$ cat config.mk
export PLATFORM = sky130hd
export DESIGN_NAME = stepper_uart_datagram_codec
export DESIGN_NICKNAME = d
export VERILOG_FILES = /design/src/rtl/core/sudc_pkg.sv /design/src/rtl/core/sudc_req_framer.sv /design/src/rtl/core/sudc_rsp_deframer.sv /design/src/rtl/core/stepper_uart_datagram_codec.sv
export SDC_FILE = /design/constraint.sdc
export NUM_CORES = 1
export LEC_CHECK = 0
export BUFFER_PORTS_ARGS = -buffer_cell sky130_fd_sc_hd__buf_2
export CAP_MARGIN = 20
export CORE_ASPECT_RATIO = 1.75
export CORE_MARGIN = 1.5
export CORE_UTILIZATION = 41
export DETAILED_ROUTE_END_ITERATION = 6
export PLACE_DENSITY = 0.69
export RECOVER_POWER = 50
export SLEW_MARGIN = 20
export SYNTH_ARGS = -nofsm -noshare
export SYNTH_HDL_FRONTEND = slang
export SYNTH_SLANG_ARGS = --single-unit
$ cat constraint.sdc
create_clock -name i_clk -period 5 [get_ports i_clk]
set_clock_uncertainty 0.1 [all_clocks]
set_input_delay 0.75 -clock i_clk [delete_from_list [all_inputs] [get_ports i_clk]]
set_output_delay 0.75 -clock i_clk [all_outputs]
set_load 0.01 [all_outputs]
$ cat src/rtl/core/sudc_pkg.sv
// Shared types, codes, constants and the CRC-8 fold function for the datagram codec.
`default_nettype none

package sudc_pkg;

    // Command codes carried with each input beat.
    typedef enum logic [1:0] {
        CMD_READ  = 2'd0,
        CMD_WRITE = 2'd1,
        CMD_RESP  = 2'd2,
        CMD_NONE  = 2'd3
    } t_cmd;

    // Report status codes.
    typedef enum logic [1:0] {
        STAT_OK      = 2'd0,
        STAT_BAD_ARG = 2'd1,
        STAT_BAD_RSP = 2'd2
    } t_status;

    // Result kinds.
    localparam logic KIND_TX     = 1'b0;
    localparam logic KIND_REPORT = 1'b1;

    // Datagram constants.
    localparam logic [7:0] SYNC_BYTE  = 8'h05;
    localparam logic [7:0] REPLY_ADDR = 8'hff;
    localparam logic [7:0] WRITE_FLAG = 8'h80;
    localparam logic [7:0] CRC_POLY   = 8'h07;
    localparam logic [7:0] MAX_NODE   = 8'h03;

    // Response frame length and the saturation point of the byte counter.
    localparam logic [3:0] FRAME_LEN      = 4'd8;
    localparam logic [3:0] BYTE_COUNT_MAX = 4'd9;

    // One result beat.
    typedef struct packed {
        logic        kind;
        logic [7:0]  tx_byte;
        logic        last;
        logic [31:0] read_value;
        t_status     status;
    } t_result;

    // Fold one byte into a CRC-8, taking the byte LSB first.
    function automatic logic [7:0] crc_fold(input logic [7:0] crc_in,
                                            input logic [7:0] data_in);
        logic [7:0] c;
        logic [7:0] d;
        logic       fb;
        c = crc_in;
        d = data_in;
        for (int i = 0; i < 8; i++) begin
            fb = c[7] ^ d[0];
            c  = {c[6:0], 1'b0};
            if (fb) begin
                c = c ^ CRC_POLY;
            end
            d = {1'b0, d[7:1]};
        end
        return c;
    endfunction

endpackage

`default_nettype wire

$ cat src/rtl/core/sudc_req_framer.sv
// Request framer: walks the bytes of a read or write datagram and folds its CRC.
`default_nettype none

module sudc_req_framer (
    input  wire logic                  i_clk,
    input  wire logic                  i_rst_n,
    input  wire logic                  i_step,
    input  wire logic                  i_is_write,
    input  wire logic [7:0]            i_node_address,
    input  wire logic [7:0]            i_register_address,
    input  wire logic [31:0]           i_write_value,
    output sudc_pkg::t_result          o_res
);

    localparam logic [2:0] IDX_SYNC   = 3'd0;
    localparam logic [2:0] IDX_NODE   = 3'd1;
    localparam logic [2:0] IDX_REG    = 3'd2;
    localparam logic [2:0] READ_LAST  = 3'd3;
    localparam logic [2:0] WRITE_LAST = 3'd7;

    logic [2:0] r_idx;
    logic [2:0] n_idx;
    logic [7:0] r_crc;
    logic [7:0] n_crc;
    logic       bad_arg;
    logic       at_crc;
    logic [7:0] cur_byte;

    // Argument check: node above the limit or a register with the write flag set.
    assign bad_arg = (i_node_address > sudc_pkg::MAX_NODE) ||
                     ((i_register_address & sudc_pkg::WRITE_FLAG) != 8'h00);

    assign at_crc = i_is_write ? (r_idx == WRITE_LAST) : (r_idx == READ_LAST);

    // Select the byte at the current position of the datagram.
    always_comb begin
        priority if (at_crc) begin
            cur_byte = r_crc;
        end else if (r_idx == IDX_SYNC) begin
            cur_byte = sudc_pkg::SYNC_BYTE;
        end else if (r_idx == IDX_NODE) begin
            cur_byte = i_node_address;
        end else if (r_idx == IDX_REG) begin
            cur_byte = i_is_write ? (i_register_address | sudc_pkg::WRITE_FLAG)
                                  : i_register_address;
        end else begin
            unique case (r_idx[1:0])
                2'd3:    cur_byte = i_write_value[31:24];
                2'd0:    cur_byte = i_write_value[23:16];
                2'd1:    cur_byte = i_write_value[15:8];
                default: cur_byte = i_write_value[7:0];
            endcase
        end
    end

    // Result beat for the current position.
    always_comb begin
        if (bad_arg) begin
            o_res.kind       = sudc_pkg::KIND_REPORT;
            o_res.tx_byte    = 8'h00;
            o_res.last       = 1'b1;
            o_res.read_value = 32'h0;
            o_res.status     = sudc_pkg::STAT_BAD_ARG;
        end else begin
            o_res.kind       = sudc_pkg::KIND_TX;
            o_res.tx_byte    = cur_byte;
            o_res.last       = at_crc;
            o_res.read_value = 32'h0;
            o_res.status     = sudc_pkg::STAT_OK;
        end
    end

    // Advance the position and the running CRC with each emitted beat.
    always_comb begin
        n_idx = r_idx;
        n_crc = r_crc;
        if (i_step) begin
            if (o_res.last) begin
                n_idx = IDX_SYNC;
                n_crc = 8'h00;
            end else begin
                n_idx = r_idx + 3'd1;
                n_crc = sudc_pkg::crc_fold(r_crc, cur_byte);
            end
        end
    end

    always_ff @(posedge i_clk) begin
        if (!i_rst_n) begin
            r_idx <= IDX_SYNC;
            r_crc <= 8'h00;
        end else begin
            r_idx <= n_idx;
            r_crc <= n_crc;
        end
    end

endmodule

`default_nettype wire

$ cat src/rtl/core/sudc_rsp_deframer.sv
// Response deframer: absorbs reply bytes, checks the frame and decodes the value.
`default_nettype none

module sudc_rsp_deframer (
    input  wire logic                  i_clk,
    input  wire logic                  i_rst_n,
    input  wire logic                  i_take,
    input  wire logic [7:0]            i_rx_byte,
    input  wire logic                  i_rx_last,
    input  wire logic [7:0]            i_register_address,
    output sudc_pkg::t_result          o_res
);

    logic [7:0]  r_crc;
    logic [7:0]  n_crc;
    logic [7:0]  r_held;
    logic [3:0]  r_count;
    logic [3:0]  n_count;
    logic        r_hdr_ok;
    logic        n_hdr_ok;
    logic [7:0]  r_reply_reg;
    logic [7:0]  n_reply_reg;
    logic [31:0] r_shift;
    logic [31:0] n_shift;
    logic        frame_ok;

    // Fold the previous byte, check header bytes and collect register and data.
    always_comb begin
        n_crc       = (r_count != 4'd0) ? sudc_pkg::crc_fold(r_crc, r_held) : r_crc;
        n_hdr_ok    = r_hdr_ok &
                      !((r_count == 4'd0) && (i_rx_byte != sudc_pkg::SYNC_BYTE)) &
                      !((r_count == 4'd1) && (i_rx_byte != sudc_pkg::REPLY_ADDR));
        n_reply_reg = (r_count == 4'd2) ? i_rx_byte : r_reply_reg;
        n_shift     = ((r_count >= 4'd3) && (r_count <= 4'd6)) ?
                      {r_shift[23:0], i_rx_byte} : r_shift;
        n_count     = (r_count < sudc_pkg::BYTE_COUNT_MAX) ? r_count + 4'd1 : r_count;
    end

    // The last byte is the CRC over everything before it.
    assign frame_ok = (n_count == sudc_pkg::FRAME_LEN) && n_hdr_ok &&
                      (n_reply_reg == i_register_address) && (n_crc == i_rx_byte);

    // Report for a final byte.
    always_comb begin
        o_res.kind    = sudc_pkg::KIND_REPORT;
        o_res.tx_byte = 8'h00;
        o_res.last    = 1'b1;
        if ((i_register_address & sudc_pkg::WRITE_FLAG) != 8'h00) begin
            o_res.read_value = 32'h0;
            o_res.status     = sudc_pkg::STAT_BAD_ARG;
        end else if (frame_ok) begin
            o_res.read_value = n_shift;
            o_res.status     = sudc_pkg::STAT_OK;
        end else begin
            o_res.read_value = 32'h0;
            o_res.status     = sudc_pkg::STAT_BAD_RSP;
        end
    end

    // Frame state; a final byte returns it to its idle values.
    always_ff @(posedge i_clk) begin
        if (!i_rst_n || (i_take && i_rx_last)) begin
            r_crc       <= 8'h00;
            r_held      <= 8'h00;
            r_count     <= 4'd0;
            r_hdr_ok    <= 1'b1;
            r_reply_reg <= 8'h00;
            r_shift     <= 32'h0;
        end else if (i_take) begin
            r_crc       <= n_crc;
            r_held      <= i_rx_byte;
            r_count     <= n_count;
            r_hdr_ok    <= n_hdr_ok;
            r_reply_reg <= n_reply_reg;
            r_shift     <= n_shift;
        end
    end

endmodule

`default_nettype wire

$ cat src/rtl/core/stepper_uart_datagram_codec.sv
// Top level of the single-wire UART datagram codec: input register, framer, deframer, output register.
`default_nettype none

// Each input beat enters an input register and its results leave through an output
// register; a beat that gives one report, or none, is taken every cycle while the
// output is not stalled. A read request gives four transmit beats and a write request
// eight; the output register moves one beat per cycle unless i_stall holds it, and a
// request holds the input register while the framer steps through its bytes and folds
// the CRC one byte at a time. Response bytes that are not final give no result and
// are absorbed even under an output stall. The command code 3 is dropped without a result.
module stepper_uart_datagram_codec (
    input  wire logic        i_clk,
    input  wire logic        i_rst_n,
    input  wire logic        i_valid,
    output logic             o_stall,
    input  wire logic [1:0]  i_cmd,
    input  wire logic [7:0]  i_node_address,
    input  wire logic [7:0]  i_register_address,
    input  wire logic [31:0] i_write_value,
    input  wire logic [7:0]  i_rx_byte,
    input  wire logic        i_rx_last,
    output logic             o_valid,
    input  wire logic        i_stall,
    output logic             o_kind,
    output logic [7:0]       o_tx_byte,
    output logic             o_last,
    output logic [31:0]      o_read_value,
    output logic [1:0]       o_status
);

    logic              r_in_valid;
    sudc_pkg::t_cmd    r_cmd;
    logic [7:0]        r_node;
    logic [7:0]        r_reg;
    logic [31:0]       r_value;
    logic [7:0]        r_rx_byte;
    logic              r_rx_last;

    logic              r_out_valid;
    sudc_pkg::t_result r_out;

    logic              head_req;
    logic              head_rsp;
    logic              has_result;
    logic              out_free;
    logic              pop;
    logic              req_step;
    logic              rsp_take;
    sudc_pkg::t_result req_res;
    sudc_pkg::t_result rsp_res;
    sudc_pkg::t_result sel_res;

    // Decode the held beat.
    assign head_req   = r_in_valid && ((r_cmd == sudc_pkg::CMD_READ) ||
                                       (r_cmd == sudc_pkg::CMD_WRITE));
    assign head_rsp   = r_in_valid && (r_cmd == sudc_pkg::CMD_RESP);
    assign has_result = head_req || (head_rsp && r_rx_last);
    assign out_free   = !r_out_valid || !i_stall;

    // The held beat leaves once its last result is loaded, or at once if it has none.
    assign pop      = r_in_valid && (has_result ? (out_free && sel_res.last) : 1'b1);
    assign req_step = head_req && out_free;
    assign rsp_take = head_rsp && (!r_rx_last || out_free);
    assign o_stall  = r_in_valid && !pop;

    assign sel_res = head_req ? req_res : rsp_res;

    sudc_req_framer u_framer (
        .i_clk              (i_clk),
        .i_rst_n            (i_rst_n),
        .i_step             (req_step),
        .i_is_write         (r_cmd == sudc_pkg::CMD_WRITE),
        .i_node_address     (r_node),
        .i_register_address (r_reg),
        .i_write_value      (r_value),
        .o_res              (req_res)
    );

    sudc_rsp_deframer u_deframer (
        .i_clk              (i_clk),
        .i_rst_n            (i_rst_n),
        .i_take             (rsp_take),
        .i_rx_byte          (r_rx_byte),
        .i_rx_last          (r_rx_last),
        .i_register_address (r_reg),
        .o_res              (rsp_res)
    );

    // Input register control.
    always_ff @(posedge i_clk) begin
        if (!i_rst_n) begin
            r_in_valid <= 1'b0;
        end else if (!o_stall) begin
            r_in_valid <= i_valid;
        end
    end

    // Input register payload.
    always_ff @(posedge i_clk) begin
        if (i_valid && !o_stall) begin
            r_cmd     <= sudc_pkg::t_cmd'(i_cmd);
            r_node    <= i_node_address;
            r_reg     <= i_register_address;
            r_value   <= i_write_value;
            r_rx_byte <= i_rx_byte;
            r_rx_last <= i_rx_last;
        end
    end

    // Output register control.
    always_ff @(posedge i_clk) begin
        if (!i_rst_n) begin
            r_out_valid <= 1'b0;
        end else if (out_free) begin
            r_out_valid <= has_result;
        end
    end

    // Output register payload.
    always_ff @(posedge i_clk) begin
        if (out_free && has_result) begin
            r_out <= sel_res;
        end
    end

    assign o_valid      = r_out_valid;
    assign o_kind       = r_out.kind;
    assign o_tx_byte    = r_out.tx_byte;
    assign o_last       = r_out.last;
    assign o_read_value = r_out.read_value;
    assign o_status     = r_out.status;

endmodule

`default_nettype wire
== Yosys cells after proc, flatten, opt, wreduce, memory -nomap -nowiden ==
Index checks and enable logic that the tools add are counted.

* Bitwise logic cells: 35
* $add $sub $neg: 2
* Multiplexer cells: 48
* $lt $le $gt $ge: 4
* Equality and inequality tests: 15
* Reduce and logical (&&, ||, !) cells: 37

{| class="wikitable"
|+ Operators with widths
! cell !! count
|-
| $mux W8 || 22
|-
| $mux W34 || 2
|-
| $mux W3 || 17
|-
| $not A3 Y3 || 16
|-
| $mux W44 || 1
|-
| $mux W35 || 1
|-
| $mux W32 || 1
|-
| $pmux W8 S3 || 1
|-
| $logic_and A1 B1 Y1 || 17
|-
| $eq A8 B8 Y1 || 2
|-
| $xor A1 B1 Y1 || 16
|-
| $gt A8 B2 Y1 const B || 1
|-
| $logic_not A1 Y1 || 8
|-
| $ne A8 B3 Y1 const B || 1
|-
| $ne A8 B8 Y1 const B || 1
|-
| $eq A3 B2 Y1 const B || 2
|-
| $logic_or A1 B1 Y1 || 6
|-
| $add A4 B1 Y4 const B || 1
|-
| $eq A2 B1 Y1 const B || 2
|-
| $eq A2 B2 Y1 const B || 2
|-
| $eq A4 B1 Y1 const B || 1
|-
| $eq A4 B2 Y1 const B || 1
|-
| $eq A4 B4 Y1 const B || 1
|-
| $ge A4 B2 Y1 const B || 1
|-
| other kinds (14) || 17
|}

* Input port bits: 63
* Register bits after elaboration: 177
* Logic and storage cells: 162
* Output and inout port bits: 46

== Depth between registers and ports, before layout ==
Gate-level depths: netlist of the first run.

* Word-level depth: 37
* Gate-level depth with buffers: 12
* Mapped depth without buffers: 10

== By module ==
A second synthesis of the first run with hierarchy kept.

* Cell total of the unflattened synthesis: 888
* Area, all modules: 9,729.3 sq um

{| class="wikitable"
|+ Modules (own cells, without submodules)
! module !! cells each !! instances !! area each (sq um) !! seq. area each (sq um)
|-
| sudc_rsp_deframer || 477 || 1 || 4,125.2 || 1,221.2
|-
| stepper_uart_datagram_codec || 173 || 1 || 3,801.1 || 3,133.0
|-
| sudc_req_framer || 238 || 1 || 1,803.0 || 220.2
|}

== Worst setup path after synthesis of the first run ==
No wires, ideal clock.

* Kind: register -> register
* Start: reg u_framer.r_idx[0]
* End: reg r_cmd[0] (enable)
* Clock period less this slack: 4.662 ns
* Buffers on the path: 2
* Path slack: 0.338 ns
* Arrival: 4.080 ns
* Required time: 4.418 ns
* Cell stages (with the launch flop): 9
* Setup time: 0.482 ns
* Cells stage by stage: dfxtp_1 > ha_1 > buf_6 > nand4b_1 > o21ai_1 > buf_4 > or2_1 > a21oi_1 > nor2b_1

{| class="wikitable"
|+ RTL lines
! what !! line !! text
|-
| start, declared || sudc_req_framer.sv:21 || <nowiki>logic [2:0] r_idx;</nowiki>
|-
| start signal, assigned || sudc_req_framer.sv:93 || <nowiki>r_idx <= n_idx;</nowiki>
|-
| end signal, assigned || stepper_uart_datagram_codec.sv:101 || <nowiki>r_cmd <= sudc_pkg::t_cmd'(i_cmd);</nowiki>
|-
| end, declared || stepper_uart_datagram_codec.sv:32 || <nowiki>sudc_pkg::t_cmd r_cmd;</nowiki>
|}

==> impl_metrics.ini, run 1 <==
[status]
status = finished with violations
failed_checks = max-capacitance violations, max-slew violations

[logic_synthesis]
synthSimpleGateAreaFrac = 0.173
ys_types = 73
synth_seq_cells = 177
yosysWarnings = 0
avgSynthCellArea_sq_um = 11.1
synth_edf_count = 103
synth_area_sq_um = 8500
syn-instance-count = 767
synth_compound_area_frac = 0.116
synthMuxAreaShare = 0.0506
synth_top_family_by_area = simple AND/OR/NAND/NOR gates
synthArstFlopShare = 0
syn_nets = 839
synthXorXnorAreaFrac = 0.0764
ys.flop_type = edfxtp_1
synth_seq_area_share = 0.538
synthAdderAreaFrac = 0.0132

[cells_and_area]
nFillCells = 1855
final_common_cell = nand2_1
multi_input_area_sq_um = 3690
regArea_sq_um = 4570
layout-drive-gt1-share = 0.180
final_cell_mix = 120 x nand2_1, 103 x edfxtp_1, 75 x a21oi_1
syn_to_final_growth_pct = 14.8
diodes = 0
layout.nets = 927

[grt]
grt_overflow = 0
grt_pass1_vias = 5992
grt_use_total = 0.176
antenna_found_initial = 0
grt_pass1_wl_microns = 29900
grt_max_degree = 62

[detailed_routing]
routed_wl_microns = 18800
first_pass_iters = 5
wl_met1_microns = 6690
drc_errors = 0
initialDrtViolationCount = 292
dr_wl_met3_microns = 729
vias = 6008
wl_per_cell_microns = 16.9
viasPerCell = 5.38
dr.max_layer_used = met4
ant_nets = 0
dr_wl_met2_microns = 10500

[timing]
tns_ps = 0
worstMarginPinSlew_ps = 2770
rsz0062_at_grt = no
setup_viol = 0
slew_viol_final = 107
period_needed_ps = 3600
period_share = 0.721
fmax_mhz = 277
final_hold_viol_count = 0
max_slew_margin = -0.848
setup_slack_ps = 1400

[placement]
gp_congestion = 0.923
port_buffers = 108
hpwl_microns = 13600
place_ws_ps = 1490

[worst_setup_path]
worstSetupEndpointType = output pin
path_max_fanout = 10
start_kind = flip-flop
path_class = reg -> out
cp_data_arrival_time_ps = 2750
critical_path_required_ps = 4150

[clocking]
cts_made_buffers = 17
path_clk_slew_ps = 70
root_buffer = clkbuf_16
ctsHoldBuffers = 0
cts_tree = yes
clock_latency_ps = 430
cts.path.max_buffers = 2
cts_setup_buffers = 0
cts.sinks = 177
htree_num_levels = 4
cts_resized = 0

[die]
die_w_microns = 112
start_util = 0.419
rows = 69
dieArea_sq_um = 21600
fp.dieH_microns = 193
pin_count = 109
core_sq_um = 20300

[pwr]
p_leak_uw = 0.00324
vdd_drop_max_mv = 0.262
power_density_nw_per_um2 = 314

[run]
max_cap_violations = 2

[min_path]
hp-class = reg -> reg
[Yosys cell counts, types with 3 or more instances]
library cell,count,share of area
inv_1,12,0.0053
o21ai_0,16,0.0094
a211o_1,7,0.0072
or4_1,3,0.0026
nand2b_1,7,0.0052
buf_6,6,0.0079
a222oi_1,8,0.0094
nor3_1,8,0.0047
nand2_1,120,0.053
a32o_1,3,0.0035
nand4_1,6,0.0044
o22ai_1,3,0.0022
dfxtp_1,74,0.17
clkbuf_1,36,0.016
or3_1,12,0.0088
xor2_1,17,0.018
xnor2_1,31,0.032
mux2i_1,43,0.051
a21oi_1,75,0.044
ha_1,9,0.013
nor2_1,28,0.012
and2_1,9,0.0066
nand3b_1,3,0.0026
o21ai_1,6,0.0035
a21o_1,4,0.0035
and2_2,3,0.0026
a22oi_1,4,0.0035
edfxtp_1,103,0.36
nor3_2,30,0.035
xnor3_1,8,0.021
a211oi_1,6,0.0053
nor2b_1,15,0.011
[cell families (layout without fill, tap and decap cells)]
group,after synthesis,count (layout)
buffers and inverters,60,161
multiplexers,43,43
XOR/XNOR,59,59
AND/OR/NAND/NOR,266,266
adder cells (fa/ha/maj),9,9
flip-flops,177,177
AO/OA/AOI/OAI,153,153
[metrics by stage]
step            util  total power [uW]  cells  cell area (sq um)  hold slack [ps]
6_report       0.481              3070   1116               9760              355
5_1_grt        0.481              3170   1116               9760              364
4_1_cts        0.484              3100   1116               9830              356
3_5_place_dp   0.455              1790   1084               9240              339
3_3_place_gp   0.454              1780   1083               9220              338
2_1_floorplan      -              1720    767               8500              326
[final timing paths]
path	start	endpoint	slack, ps	depth (start not counted)
min	u_deframer.r_shift[27]	u_deframer.r_shift[27]	360	2
max	r_node[4]	o_stall	1400	5
max reg2reg	u_deframer.r_count[0]	o_status[1]	1480	11
min reg2reg	u_deframer.r_shift[27]	u_deframer.r_shift[27]	360	2
[power by group]
| group | internal [uW] | switching [uW] | leakage (uW) |
|---|---|---|---|
| registers | 1580 | 28.3 | 0.00162 |
| clock network | 741 | 577 | 0.000290 |
| logic | 54.0 | 84.3 | 0.00134 |
| total | 2380 | 689 | 0.00324 |
[critical path, cell delays in order (launching register included)]
cell      delay [ps]
edfxtp_1         380
or4_1            550
nand3b_1         420
or2_1            370
a21oi_1          370
buf_2            220
[final cells by class]
class / count / area share
inverter: 12 / 0.00462
clock buffer: 20 / 0.0480
clock inverter: 12 / 0.0123
multi-input combinational: 530 / 0.378
sequential: 177 / 0.469
tap: 248 / 0.0318
timing repair buffer: 117 / 0.0567
[per-layer routing]
layer  track usage  up-vias
met3        0.0338       53
met1         0.172     2844
met2         0.333      182
li1              -     2929
met4         0.111        0
met5             0        -
Power figures use the tool's default switching activity.
==> run 2, diff against run 1 <==
==> constraint.sdc (replaced) <==
create_clock -name i_clk -period 3.5 [get_ports i_clk]
set_clock_uncertainty 0.1 [all_clocks]
set_input_delay 0.525 -clock i_clk [delete_from_list [all_inputs] [get_ports i_clk]]
set_output_delay 0.525 -clock i_clk [all_outputs]
set_load 0.01 [all_outputs]
==> run 2 against run 1 <==
Compared with the run above: the flow still finishes with violations (max-capacitance violations, max-slew violations); clock power is 51% higher; design area rose by 2.1%; critical path depth increased by 5; routed wire length up 4.8%; global-route usage up 0.83 points; die area unchanged; sequential share of layout area is 0.95 points lower; sequential power is 42% higher; non-clock buffer count up 17; largest cell class unchanged; largest power group unchanged.
==> impl_metrics.ini, run 2 (synthesis gave the netlist of run 1 again) <==
[cells_and_area]
diodes = 0
final_cell_mix = 120 x nand2_1, 103 x edfxtp_1, 75 x a21oi_1
final_common_cell = nand2_1
stdcell_count = 1133
layout.nets = 944
finish.utilization = 0.491
nFillCells = 1829
syn_to_final_growth_pct = 17.2
layout-drive-gt1-share = 0.203

[clocking]
path_clk_slew_ps = 70
cts_made_buffers = 17
root_buffer = clkbuf_16
cts.sinks = 177
ctsHoldBuffers = 0
htree_num_levels = 4
cts.path.max_buffers = 2
cts_tree = yes
clock_latency_ps = 440

[timing]
period_share = 0.926
slew_viol_final = 50
worstMarginPinSlew_ps = 1810
setup_viol = 0
period_needed_ps = 3240
final_hold_viol_count = 0
rsz0062_at_grt = no
hold_ws_ps = 158
max_slew_margin = -0.215
tns_ps = 0
fmax_mhz = 309

[placement]
port_buffers = 108
gp_congestion = 0.900
dp_cells = 1101
hpwl_microns = 14600

[worst_setup_path]
path_max_fanout = 14
worst_path_largest_cell_delay_ps = 530
start_kind = flip-flop
path_buf_inv = 1
path_class = reg -> reg
crit_slowest_cell = xnor3_1
critical_path_required_ps = 3770
worstSetupEndpointType = flip-flop
crit_top_cell = a21oi_1
crit_family = compound AO/OA/AOI/OAI gates
cp_data_arrival_time_ps = 3510
path_cells = inv_1 -> ha_1 -> a222oi_1 -> a211o_1 -> a21oi_1 -> a21oi_1 -> xnor3_1 -> xor2_1 -> or3_1 -> o21ai_1

[grt]
grt_use_total = 0.185
antenna_found_initial = 0
grt_max_degree = 44
grt_pass1_wl_microns = 30900
grt_overflow = 0
grt_pass1_vias = 6088

[die]
fp.dieH_microns = 193
rows = 69
core_sq_um = 20300
die_w_microns = 112
dieArea_sq_um = 21600
start_util = 0.419
pin_count = 109

[detailed_routing]
vias = 6055
initialDrtViolationCount = 252
routed_wl_microns = 19700
viasPerCell = 5.34
first_pass_iters = 5
wl_per_cell_microns = 17.4
ant_nets = 0
drc_errors = 0

[pwr]
p_total_uw = 4500
vdd_drop_max_mv = 0.318
power_density_nw_per_um2 = 452
p_leak_uw = 0.00337

[run]
max_cap_violations = 2

[min_path]
hp-class = in -> reg

[status]
failed_checks = max-capacitance violations, max-slew violations
status = finished with violations
[run 2: changes by cell type in the layout (fill, tap and decap cells not counted), sizes merged]
| cell | before | now |
|---|---|---|
| clkinv | 4 | 5 |
| buf | 67 | 86 |
| clkbuf | 70 | 67 |
[run 2: power breakdown]
part | switching [uW] | internal [uW]
clock | 887 | 1100
sequential | 32.4 | 2260
combinational | 133 | 86.9
total | 1050 | 3450
[run 2: area by class of cell]
type,count,area (sq um),share of cell area
Tap cell,248,310,0.0312
Clock inverter,13,160,0.0161
Timing Repair Buffer,134,708,0.0711
Inverter,12,45.0,0.00452
Multi-Input combinational cell,530,3690,0.370
Sequential cell,177,4570,0.459
Clock buffer,19,475,0.0477
[run 2: stage by stage]
| step | worst slack [ps] | instance area [sq um] |
|---|---|---|
| after floorplan | 304 | 8510 |
| after global routing | 75.9 | 9960 |
| after detailed placement | 159 | 9390 |
| after global placement | 221 | 9390 |
| after CTS | 160 | 10000 |
| final | 261 | 9960 |
[run 2: metal layers]
layer / up-vias / global-route usage / routed length, microns
met2: 168 / 0.357 / 11100
met4: 0 / 0.115 / 1020
li1: 2958 / - / -
met1: 2870 / 0.175 / 6950
met5: - / 0 / 0
met3: 59 / 0.0329 / 661
[run 2: worst paths after layout]
kind,startpoint,endpoint,slack [ps],depth (start not counted)
min,i_write_value[7],r_value[7],160,1
max,u_framer.r_idx[1],u_framer.r_crc[6],260,10
min reg2reg,u_deframer.r_shift[31],u_deframer.r_shift[31],360,2
max reg2reg,u_framer.r_idx[1],u_framer.r_crc[6],260,10
[run 2: timing repair]
action,in CTS,in global routing
setup buffers,0,0
endpoints found under the setup margin,0,4
gates resized for setup,0,3
